<file path="src/ifdf_pkg.sv">
// Package for the interest flood duplicate filter.
// Holds the beat payload types, the action codes, the table entry layout and the FSM states.
// No dependencies.
package ifdf_pkg;

    typedef struct packed {
        logic [15:0] sink_id;
        logic [7:0]  type_id;
        logic [31:0] seq;
        logic [7:0]  ttl;
        logic [15:0] random_sample;
    } ifdf_in_t;

    typedef struct packed {
        logic [1:0] action;
        logic [7:0] ttl_out;
    } ifdf_out_t;

    typedef struct packed {
        logic [15:0] sink_id;
        logic [7:0]  type_id;
        logic [31:0] seq;
    } ifdf_entry_t;

    localparam logic [1:0] ACT_DROP_TTL  = 2'd0;
    localparam logic [1:0] ACT_DROP_PROB = 2'd1;
    localparam logic [1:0] ACT_DROP_DUP  = 2'd2;
    localparam logic [1:0] ACT_FORWARD   = 2'd3;

    localparam logic [15:0] THRESHOLD_RESET = 16'hFFFF;

    typedef enum logic [1:0] {
        ST_IDLE,
        ST_SCAN,
        ST_DECIDE,
        ST_RESULT
    } ifdf_state_t;

endpackage

</file>
<file path="src/ifdf_ram.sv">
// Generic single-write, single-read RAM with registered read data.
// No dependencies.
module ifdf_ram #(
    parameter int WIDTH = 8,
    parameter int DEPTH = 16,
    localparam int AW = $clog2(DEPTH)
) (
    input  logic             aclk,
    input  logic             wr_en,
    input  logic [AW-1:0]    wr_addr,
    input  logic [WIDTH-1:0] wr_data,
    input  logic             rd_en,
    input  logic [AW-1:0]    rd_addr,
    output logic [WIDTH-1:0] rd_data
);

    logic [WIDTH-1:0] mem [DEPTH];
    logic [WIDTH-1:0] rd_data_reg;

    always_ff @(posedge aclk) begin
        if (wr_en) begin
            mem[wr_addr] <= wr_data;
        end
        if (rd_en) begin
            rd_data_reg <= mem[rd_addr];
        end
    end

    assign rd_data = rd_data_reg;

endmodule

</file>
<file path="src/ifdf_ctrl.sv">
// Sequencer and shared compare unit: walks the table one slot a cycle, then decides and updates.
// Depends on ifdf_pkg; drives one ifdf_ram instance through its port.
module ifdf_ctrl #(
    parameter int TABLE_DEPTH = 16,
    localparam int IW = $clog2(TABLE_DEPTH)
) (
    input  logic                aclk,
    input  logic                aresetn,
    input  logic                in_valid,
    output logic                in_ready,
    input  ifdf_pkg::ifdf_in_t  in_data,
    input  logic [15:0]         threshold,
    output logic                res_valid,
    input  logic                res_take,
    output ifdf_pkg::ifdf_out_t res_data,
    output logic                rd_en,
    output logic [IW-1:0]       rd_addr,
    input  ifdf_pkg::ifdf_entry_t rd_data,
    output logic                wr_en,
    output logic [IW-1:0]       wr_addr,
    output ifdf_pkg::ifdf_entry_t wr_data
);
    import ifdf_pkg::*;

    localparam logic [IW:0] IDX_END = (IW+1)'(TABLE_DEPTH);
    localparam logic [IW-1:0] IDX_LAST = IW'(TABLE_DEPTH - 1);

    ifdf_state_t state_reg, state_next;
    ifdf_in_t item_reg, item_next;
    logic [7:0] ttl_new_reg, ttl_new_next;
    logic [1:0] action_reg, action_next;
    logic [IW:0] idx_reg, idx_next;
    logic cmp_vld_reg, cmp_vld_next;
    logic [IW-1:0] cmp_idx_reg, cmp_idx_next;
    logic match_found_reg, match_found_next;
    logic [IW-1:0] match_idx_reg, match_idx_next;
    logic [31:0] match_seq_reg, match_seq_next;
    logic free_found_reg, free_found_next;
    logic [IW-1:0] free_idx_reg, free_idx_next;
    logic [IW-1:0] evict_reg, evict_next;
    logic [TABLE_DEPTH-1:0] valid_reg, valid_next;

    logic accept;
    logic [7:0] in_ttl_new;

    assign accept = in_valid && in_ready;
    assign in_ttl_new = (in_data.ttl != 8'd0) ? in_data.ttl - 8'd1 : 8'd0;

    always_comb begin
        state_next = state_reg;
        unique case (state_reg)
            ST_IDLE: begin
                if (accept) begin
                    if (in_ttl_new == 8'd0 || in_data.random_sample > threshold) begin
                        state_next = ST_RESULT;
                    end else begin
                        state_next = ST_SCAN;
                    end
                end
            end
            ST_SCAN: begin
                if (idx_reg == IDX_END) begin
                    state_next = ST_DECIDE;
                end
            end
            ST_DECIDE: state_next = ST_RESULT;
            ST_RESULT: begin
                if (res_take) begin
                    state_next = ST_IDLE;
                end
            end
            default: state_next = ST_IDLE;
        endcase
    end

    always_comb begin
        item_next        = item_reg;
        ttl_new_next     = ttl_new_reg;
        action_next      = action_reg;
        idx_next         = idx_reg;
        cmp_vld_next     = 1'b0;
        cmp_idx_next     = cmp_idx_reg;
        match_found_next = match_found_reg;
        match_idx_next   = match_idx_reg;
        match_seq_next   = match_seq_reg;
        free_found_next  = free_found_reg;
        free_idx_next    = free_idx_reg;
        evict_next       = evict_reg;
        valid_next       = valid_reg;
        in_ready         = 1'b0;
        res_valid        = 1'b0;
        rd_en            = 1'b0;
        rd_addr          = idx_reg[IW-1:0];
        wr_en            = 1'b0;
        wr_addr          = match_idx_reg;
        wr_data          = '{sink_id: item_reg.sink_id, type_id: item_reg.type_id,
                             seq: item_reg.seq};

        unique case (state_reg)
            ST_IDLE: begin
                in_ready = 1'b1;
                if (accept) begin
                    item_next        = in_data;
                    ttl_new_next     = in_ttl_new;
                    idx_next         = '0;
                    match_found_next = 1'b0;
                    free_found_next  = 1'b0;
                    if (in_ttl_new == 8'd0) begin
                        action_next = ACT_DROP_TTL;
                    end else if (in_data.random_sample > threshold) begin
                        action_next = ACT_DROP_PROB;
                    end else begin
                        action_next = ACT_FORWARD;
                    end
                end
            end
            ST_SCAN: begin
                if (idx_reg != IDX_END) begin
                    rd_en        = 1'b1;
                    cmp_vld_next = 1'b1;
                    cmp_idx_next = idx_reg[IW-1:0];
                    idx_next     = idx_reg + 1'b1;
                end
                if (cmp_vld_reg) begin
                    if (valid_reg[cmp_idx_reg]) begin
                        if (!match_found_reg && rd_data.sink_id == item_reg.sink_id
                                && rd_data.type_id == item_reg.type_id) begin
                            match_found_next = 1'b1;
                            match_idx_next   = cmp_idx_reg;
                            match_seq_next   = rd_data.seq;
                        end
                    end else if (!free_found_reg) begin
                        free_found_next = 1'b1;
                        free_idx_next   = cmp_idx_reg;
                    end
                end
            end
            ST_DECIDE: begin
                if (match_found_reg && match_seq_reg >= item_reg.seq) begin
                    action_next = ACT_DROP_DUP;
                end else begin
                    action_next = ACT_FORWARD;
                    wr_en       = 1'b1;
                    if (match_found_reg) begin
                        wr_addr = match_idx_reg;
                    end else if (free_found_reg) begin
                        wr_addr               = free_idx_reg;
                        valid_next[free_idx_reg] = 1'b1;
                    end else begin
                        wr_addr            = evict_reg;
                        valid_next[evict_reg] = 1'b1;
                        evict_next = (evict_reg == IDX_LAST) ? '0 : evict_reg + 1'b1;
                    end
                end
            end
            ST_RESULT: res_valid = 1'b1;
            default: ;
        endcase
    end

    assign res_data = '{action: action_reg, ttl_out: ttl_new_reg};

    always_ff @(posedge aclk) begin
        if (!aresetn) begin
            state_reg   <= ST_IDLE;
            cmp_vld_reg <= 1'b0;
            evict_reg   <= '0;
            valid_reg   <= '0;
        end else begin
            state_reg   <= state_next;
            cmp_vld_reg <= cmp_vld_next;
            evict_reg   <= evict_next;
            valid_reg   <= valid_next;
        end
    end

    always_ff @(posedge aclk) begin
        item_reg        <= item_next;
        ttl_new_reg     <= ttl_new_next;
        action_reg      <= action_next;
        idx_reg         <= idx_next;
        cmp_idx_reg     <= cmp_idx_next;
        match_found_reg <= match_found_next;
        match_idx_reg   <= match_idx_next;
        match_seq_reg   <= match_seq_next;
        free_found_reg  <= free_found_next;
        free_idx_reg    <= free_idx_next;
    end

endmodule

</file>
<file path="src/interest_flood_duplicate_filter.sv">
// Interest flood duplicate filter: TTL decrement, probabilistic drop, duplicate suppression.
// Input beat s_data, result beat m_data, one configuration register (forward threshold).
// Handshake: each item is accepted on the s_ channel when s_valid and s_ready are high and
// gives exactly one result beat on the m_ channel (action, ttl_out).
// cfg_wr_en/cfg_wr_data write the Q0.16 forward threshold; write only while idle.
// An item dropped for TTL or by probability goes from acceptance to the result state and
// then into the output register; an item that searches the table first walks every slot,
// reading one RAM slot a cycle through the shared compare unit, then passes the
// decide/update state before the result state. A new item is accepted only once the
// result of the last one has been taken.
// s_ready is high only while the sequencer is idle.
// Reset (aresetn low, synchronous) clears all slot valid bits, the eviction pointer and
// the output valid flag, and sets the threshold to 65535; no clearing pass is needed.
// When the receiver stalls, the result beat holds in the output register; the block
// still accepts and processes the next item, and stalls only when its own result is
// ready and the output register is still full.
module interest_flood_duplicate_filter #(
    parameter int TABLE_DEPTH = 16
) (
    input  logic                aclk,
    input  logic                aresetn,
    input  logic                s_valid,
    output logic                s_ready,
    input  ifdf_pkg::ifdf_in_t  s_data,
    output logic                m_valid,
    input  logic                m_ready,
    output ifdf_pkg::ifdf_out_t m_data,
    input  logic                cfg_wr_en,
    input  logic [15:0]         cfg_wr_data
);
    import ifdf_pkg::*;

    localparam int IW = $clog2(TABLE_DEPTH);

    logic [15:0] threshold_reg;
    logic        m_valid_reg;
    ifdf_out_t   m_data_reg;

    logic        res_valid;
    logic        res_take;
    ifdf_out_t   res_data;
    logic        rd_en;
    logic [IW-1:0] rd_addr;
    logic [$bits(ifdf_entry_t)-1:0] rd_raw;
    ifdf_entry_t rd_data;
    logic        wr_en;
    logic [IW-1:0] wr_addr;
    ifdf_entry_t wr_data;

    assign rd_data  = ifdf_entry_t'(rd_raw);
    assign res_take = res_valid && (!m_valid_reg || m_ready);

    ifdf_ctrl #(.TABLE_DEPTH(TABLE_DEPTH)) u_ctrl (
        .aclk      (aclk),
        .aresetn   (aresetn),
        .in_valid  (s_valid),
        .in_ready  (s_ready),
        .in_data   (s_data),
        .threshold (threshold_reg),
        .res_valid (res_valid),
        .res_take  (res_take),
        .res_data  (res_data),
        .rd_en     (rd_en),
        .rd_addr   (rd_addr),
        .rd_data   (rd_data),
        .wr_en     (wr_en),
        .wr_addr   (wr_addr),
        .wr_data   (wr_data)
    );

    ifdf_ram #(.WIDTH($bits(ifdf_entry_t)), .DEPTH(TABLE_DEPTH)) u_table (
        .aclk    (aclk),
        .wr_en   (wr_en),
        .wr_addr (wr_addr),
        .wr_data (wr_data),
        .rd_en   (rd_en),
        .rd_addr (rd_addr),
        .rd_data (rd_raw)
    );

    always_ff @(posedge aclk) begin
        if (!aresetn) begin
            threshold_reg <= THRESHOLD_RESET;
            m_valid_reg   <= 1'b0;
        end else begin
            if (cfg_wr_en) begin
                threshold_reg <= cfg_wr_data;
            end
            if (res_take) begin
                m_valid_reg <= 1'b1;
            end else if (m_ready) begin
                m_valid_reg <= 1'b0;
            end
        end
    end

    always_ff @(posedge aclk) begin
        if (res_take) begin
            m_data_reg <= res_data;
        end
    end

    assign m_valid = m_valid_reg;
    assign m_data  = m_data_reg;

endmodule

</file>
<file path="config.mk">
export PLATFORM = sky130hd
export DESIGN_NAME = interest_flood_duplicate_filter
export DESIGN_NICKNAME = d
export VERILOG_FILES = /design/src/ifdf_pkg.sv /design/src/ifdf_ram.sv /design/src/ifdf_ctrl.sv /design/src/interest_flood_duplicate_filter.sv
export SDC_FILE = /design/constraint.sdc
export NUM_CORES = 1
export LEC_CHECK = 0
export BUFFER_PORTS_ARGS = -buffer_cell sky130_fd_sc_hd__buf_4
export CORE_ASPECT_RATIO = 1.5
export CORE_MARGIN = 3
export CORE_UTILIZATION = 40
export CTS_BUF_LIST = sky130_fd_sc_hd__clkbuf_8
export DETAILED_ROUTE_END_ITERATION = 7
export PLACE_DENSITY_LB_ADDON = 0.08
export SLEW_MARGIN = 30
export SYNTH_ARGS = -nofsm -noshare
export SYNTH_HDL_FRONTEND = slang
export SYNTH_HIERARCHICAL = 1
export SYNTH_SLANG_ARGS = --single-unit
</file>
<file path="constraint.sdc">
create_clock -name aclk -period 9.95 [get_ports aclk]
set_input_delay 1.4925 -clock aclk [delete_from_list [all_inputs] [get_ports aclk]]
set_output_delay 1.4925 -clock aclk [all_outputs]
set_load 0.01 [all_outputs]
</file>
==> results of run 1 <==
## final timing paths
kind                                                      start  cells after the start  slack, ns                            to
worst max register to register      u_ctrl/wr_data[9]$_DFFE_PP_                     11       5.12  u_table/mem[9][20]$_DFFE_PP_
worst min register to register  u_ctrl/ttl_new_reg[7]$_DFFE_PP_                      0       0.41           m_data[7]$_DFFE_PP_
worst min-delay path            u_ctrl/ttl_new_reg[7]$_DFFE_PP_                      0       0.41           m_data[7]$_DFFE_PP_
worst max-delay path                u_ctrl/wr_data[9]$_DFFE_PP_                     11       5.12  u_table/mem[9][20]$_DFFE_PP_
## power by group through the flow
stage                     registers [mW]  clock network, mW  logic [mW]
after floorplan                     6.06                  0        1.98
after global placement              6.14                  0        2.75
after detailed placement            6.16                  0        2.78
after CTS                           6.07               3.51        2.79
after global routing                6.11               3.72        2.95
final                               6.06               3.38        2.73
## area by class of cell
type                       instances  share of cell area
inverter                          59             0.00459
sequential                      1119               0.681
multi-input combinational        783               0.189
tap                             1406              0.0361
clock inverter                   126              0.0125
antenna                            1           0.0000513
timing repair buffer             163              0.0294
clock buffer                     170              0.0480
## synthesized netlist by cell type, types with 2 or more instances
library cell  count  area share
nand3_1          11      0.0013
xor2_1           10      0.0020
a21o_1            8      0.0014
nand2_1          95      0.0083
a32oi_1          12      0.0024
or3b_2            2     0.00041
clkbuf_1         51      0.0045
xnor2_1          22      0.0045
edfxtp_1       1079        0.75
mux2i_1          20      0.0047
nor4_1            6     0.00087
buf_4             9      0.0016
buf_6            16      0.0042
a21boi_0          2     0.00035
a21oi_1          25      0.0029
nand4_1           9      0.0013
buf_2            13      0.0015
o21a_1           18      0.0031
nor2_1           48      0.0042
dfxtp_1          40       0.019
inv_1            59      0.0052
o21ai_0          15      0.0017
ha_1             60       0.017
nand3b_1          3     0.00052
a22oi_1         117       0.020
and2_1           12      0.0017
nand2b_1          6     0.00087
nor3_1            8     0.00093
nor2b_1          20      0.0029
mux2_2            2     0.00052
mux4_2          228        0.12
## kinds of logic after synthesis
logic type,Yosys count
flip-flops,1119
multiplexers,251
AND/OR/NAND/NOR,232
AO/OA/AOI/OAI,208
buffers and inverters,149
adder cells (fa/ha/maj),60
XOR/XNOR,32
## per-stage QoR
step                cells  total power, mW  hold slack (ns)   util  instance area (um^2)
finish               3827             12.2            0.411  0.459                 48800
floorplan            2051             8.04            0.400      -                 43000
global placement     3522             8.89            0.403  0.429                 45600
global route         3827             12.8            0.420  0.459                 48800
detailed placement   3526             8.95            0.405  0.431                 45700
CTS                  3822             12.4            0.414  0.458                 48600
## layout by cell type, fill, tap and decap left out, types with 7 or more instances in the layout
cell / count
a21o_1: 8
a21oi_1: 25
a22oi_1: 117
a32oi_1: 12
and2_1: 10
buf_16: 7
buf_4: 145
buf_6: 8
clkbuf_8: 170
clkinv_1: 23
clkinv_2: 11
dfxtp_1: 40
edfxtp_1: 1079
ha_1: 60
inv_1: 136
mux2i_1: 20
mux4_2: 228
nand2_1: 95
nand3_1: 11
nand4_1: 9
nor2_1: 35
nor2_4: 13
nor2b_1: 17
o21a_1: 18
o21ai_0: 13
xnor2_1: 22
xor2_1: 10
## metal layers
layer,vias up,track usage
li1,8934,-
met1,10787,0.231
met2,603,0.311
met3,166,0.0403
met4,2,0.0562
met5,-,0
==> metrics.txt, run 1 <==
status finished, final reports clean; CP cell instances inv_1, ha_1, a21o_1, a21o_1, a21oi_1, o21ai_0, a21o_1, o21ai_0, nand3b_1, nor2_4, buf_4; I/O Pins 113; max cap viols 0; Clock power frac 0.278; cts repair resizes 0; Leakage 16.2 nW; synth warn 6; Final setup violation count 0; most used flip-flop cell after synthesis edfxtp_1; IO Port Bufs 112; ys async rst share 0; GRT overflow 0; first-pass GRT wire length about 150 mm; crit path max-delay cell type nor2_4; number of distinct library cells after synthesis 56; Root Driver clkbuf_8; Psw about 3.5 mW; post-synthesis simple-gate area fraction 0.0266; register area 33200 um^2; largest net degree at the start of global routing 142; Via density ~5.4; die width between 200 and 300 um; met3 routed WL ~5.6 mm; vias in the first global route 22483; num rows ~150; Max rail drop VDD 0.181 mV; Place WS 5.03 ns; delay-heaviest family, CP compound AO/OA/AOI/OAI gates; initial antenna violation count 4; final worst-path setup slack ~5.1 ns; Met1 Routed Length roughly 40 mm; top sig layer met5; height of the die 408 um; Worst EP required between 10 and 15 ns; Routed wire per std cell 26.0 um; DRC violations left 0; Rel. slew slack 0.370; Min-Delay Path Class flip-flop to flip-flop; EDFF count, synth 1079; Max Fclk 0.207 GHz; Sw Share 0.291; drt first pass iters 5; CP arrival 5.28 ns; minimum clock period 4.83 ns; Sum Neg Setup Slack 0 ns; H-tree depth 4; nets@finish approximately 2500; post-DP HPWL around 50 mm; CP Max Fanout 36; fillers 8987; Worst setup SP type flip-flop; Synth Register Bits 1119; post-CTS setup buffers 0; area of the multi-input gates 9200 um^2; WP buf/inv 2; post-synthesis xor/xnor area fraction 0.00652; Synth Cell Area 43000 um^2; Initial Util 0.405; unrepaired setup endpoints after global routing no; max FFs per register 896; Tcrit/Tclk final 0.485; CTS buffer count 167; WL met2 51.3 mm; Gate Count Post-Synth slightly above 2000; sequential fraction of the synthesis area 0.772; Final GP Congestion 0.748; Internal ~8.6 mW; Max stage delay on crit path between 0.8 and 0.9 ns; crit path capture type flip-flop; max-slew violations 0; final setup skew between 0.03 and 0.04 ns; Setup CP Type flip-flop to flip-flop; initial DRC count between 1500 and 2000; mux share of post-synthesis cell area 0.125; layout cells sized above 1 0.257; Clk pin slew, worst setup/hold paths 0.06 ns; final wirelength 99.4 mm; ANT nets after route 0; CTS tree built; Worst-Skew Late Latency between 0.8 and 0.9 ns; largest family of logic cells by synthesized area multiplexers; clock sink count 1119; syn avg cell area 21.0 um^2; CTS max path bufs 3; adder-cell area share of the yosys netlist 0.0175; critical path's most frequent cell a21o_1; die area about 110000 um^2; Total GRT Usage 0.182; Vias 20492; Reg power frac 0.498; CORE AREA between 100000 and 150000 um^2; P&R area growth vs syn 13.4%; Fin. Hold Viols 0; Post-CTS Hold Buffers 0; power density cells 250 nW/um^2; post-synth net total 2212; combinational power share 0.224; Slew @ Worst Pin 0.943 ns; Synth Area in Compound Gates 0.0346
Power figures use the tool's default switching activity.
==> run 2: changes to the inputs <==
- clock period: 9.95 -> 4.5 ns (I/O delays scaled with it)
==> run 2 against run 1 <==
- critical path depth unchanged
- highest routed layer is now met4
- sequential share of layout area down 1.8 points
- clock skew up 0.0036 ns
- global-route usage up 0.67 points
- sequential cell count unchanged
- largest cell class unchanged
- largest power group unchanged
- non-clock buffer count up 102
- count of clock-buffer cells in the layout up 4
==> metrics.txt, run 2 (synthesis gave the netlist of run 1 again) <==
status finished, final reports clean; critical path endpoint u_table/mem[11][6]$_DFFE_PP_; initial antenna violation count 5; CP Max Fanout 27; Max Fclk 0.247 GHz; Worst setup startpoint u_ctrl/wr_data[25]$_DFFE_PP_; fillers 8923; Reg power frac 0.484; IO Port Bufs about 110; Tcrit/Tclk final 0.899; Routed wire per std cell 26.2 um; layout cells sized above 1 0.265; Initial Util 0.405; Place WS around 0.45 ns; Total GRT Usage 0.189; Final setup violation count 0; r2r setup slk 0.46 ns; max-slew violations 0; Psw 8.03 mW; Clock power frac 0.289; clock sink count roughly 1100; Final GP Congestion roughly 0.77; H-tree depth 4; height of the die 408 um; max cap viols 0; Fin. Hold Viols 0; end of the worst register-to-register path u_table/mem[11][6]$_DFFE_PP_; Root Driver clkbuf_8; Worst EP required 4.96 ns; CORE AREA 106000 um^2; drt first pass iters 5; num rows 146; DP Cell Count about 3600; Post-Layout Cell Count 3944; CP arrival 4.51 ns; crit path capture type flip-flop; nets@finish ~2600; Worst-Skew Late Latency between 0.8 and 0.9 ns; Vias 20860; post-DP HPWL 56.9 mm; Worst R2R Path Depth 11; final setup skew 0.0372 ns; WHS 0.178 ns; CTS buffer count around 170; max FFs per register 896; die width 274 um; CTS max path bufs 3; reg2reg start u_ctrl/wr_data[25]$_DFFE_PP_; first-pass GRT wire length 152 mm; ANT nets after route 0; most common cell after layout, fill and taps aside edfxtp_1; Via density 5.29; Max rail drop VDD 0.569 mV; Internal 19.5 mW; I/O Pins between 100 and 150; most frequent cells in the layout edfxtp_1, mux4_2, clkbuf_8; combinational power share 0.227; post-route core utilization 0.472; cts repair resizes 0; power density cells ~550 nW/um^2; GRT overflow 0; Leakage 16.6 nW; Rel. slew slack 0.376; die area 112000 um^2; Worst setup SP type flip-flop; Setup CP Type flip-flop to flip-flop; CTS tree built; Clk pin slew, worst setup/hold paths 0.06 ns; final worst-path setup slack approximately 0.46 ns; largest net degree at the start of global routing between 100 and 150; DRC violations left 0; P&R area growth vs syn 16.5%; final wirelength just over 100 mm; minimum clock period 4.04 ns; initial DRC count 1577; Slew @ Worst Pin 0.926 ns; unrepaired setup endpoints after global routing no; vias in the first global route 22744; Sw Share 0.292; Min-Delay Path Class primary input to flip-flop
[run 2: layout make-up]
type                            instances  area, um^2  area share
Antenna cell                            1        2.50   0.0000500
Multi-Input combinational cell        783        9210       0.184
Clock inverter                        137         800      0.0160
Sequential cell                      1119       33200       0.663
Clock buffer                          174        2390      0.0478
Inverter                               59         221     0.00442
Timing Repair Buffer                  265        2500      0.0500
Tap cell                             1406        1760      0.0351
[run 2: metrics by stage]
stage / total power, mW / setup TNS, ns / cell area [um^2]
2_1_floorplan: 17.8 / -270.97 / 43000
3_3_place_gp: 19.9 / 0 / 46200
3_5_place_dp: 20.0 / 0 / 46200
4_1_cts: 28.1 / 0 / 50100
5_1_grt: 28.9 / 0 / 50100
6_report: 27.5 / 0 / 50100
[run 2: metal layers]
metal / GRT usage / part of all wire / wire, um
met3: 0.0333 / 0.045 / 4630
met5: 0 / 0 / 0
met2: 0.331 / 0.53 / 54800
met4: 0.0587 / 0.022 / 2290
met1: 0.237 / 0.40 / 41800
[run 2: worst max-delay path, stage by stage, from the launching register on]
cell	delay, ns
edfxtp_1	0.72
inv_1	0.10
ha_1	0.33
a21oi_1	0.12
o21ai_0	0.09
a21o_1	0.19
a22oi_1	0.27
a21oi_1	0.15
o21ai_0	0.48
nand3b_1	0.41
nor2_4	0.23
buf_4	0.52
[run 2: timing repair]
item	in CTS	in global routing
endpoints found under the hold margin	72	0
hold buffers	72	0
setup buffers	0	0
[run 2: worst min-delay path by stage]
stage | from | to | slack [ns] | depth (start not counted)
2_1_floorplan | u_ctrl/ttl_new_reg[0]$_DFFE_PP_ | m_data[0]$_DFFE_PP_ | 0.40 | 0
3_3_place_gp | u_table/rd_data[6]$_DFFE_PP_ | u_ctrl/match_seq_reg[6]$_DFFE_PP_ | 0.40 | 0
5_1_grt | s_data[16] | u_ctrl/ttl_new_reg[0]$_DFFE_PP_ | 0.08 | 2
4_1_cts | s_data[16] | u_ctrl/ttl_new_reg[0]$_DFFE_PP_ | 0.06 | 2
3_5_place_dp | u_table/rd_data[14]$_DFFE_PP_ | u_ctrl/match_seq_reg[14]$_DFFE_PP_ | 0.41 | 0
6_report | s_data[16] | u_ctrl/ttl_new_reg[0]$_DFFE_PP_ | 0.18 | 2
[run 2: power by group through the flow]
stage	Sequential (mW)	Clock, mW	Combinational [mW]
floorplan	13.4	0	4.39
global placement	13.5	0	6.37
detailed placement	13.6	0	6.40
CTS	13.3	8.25	6.46
global route	13.4	8.67	6.82
finish	13.3	7.94	6.25
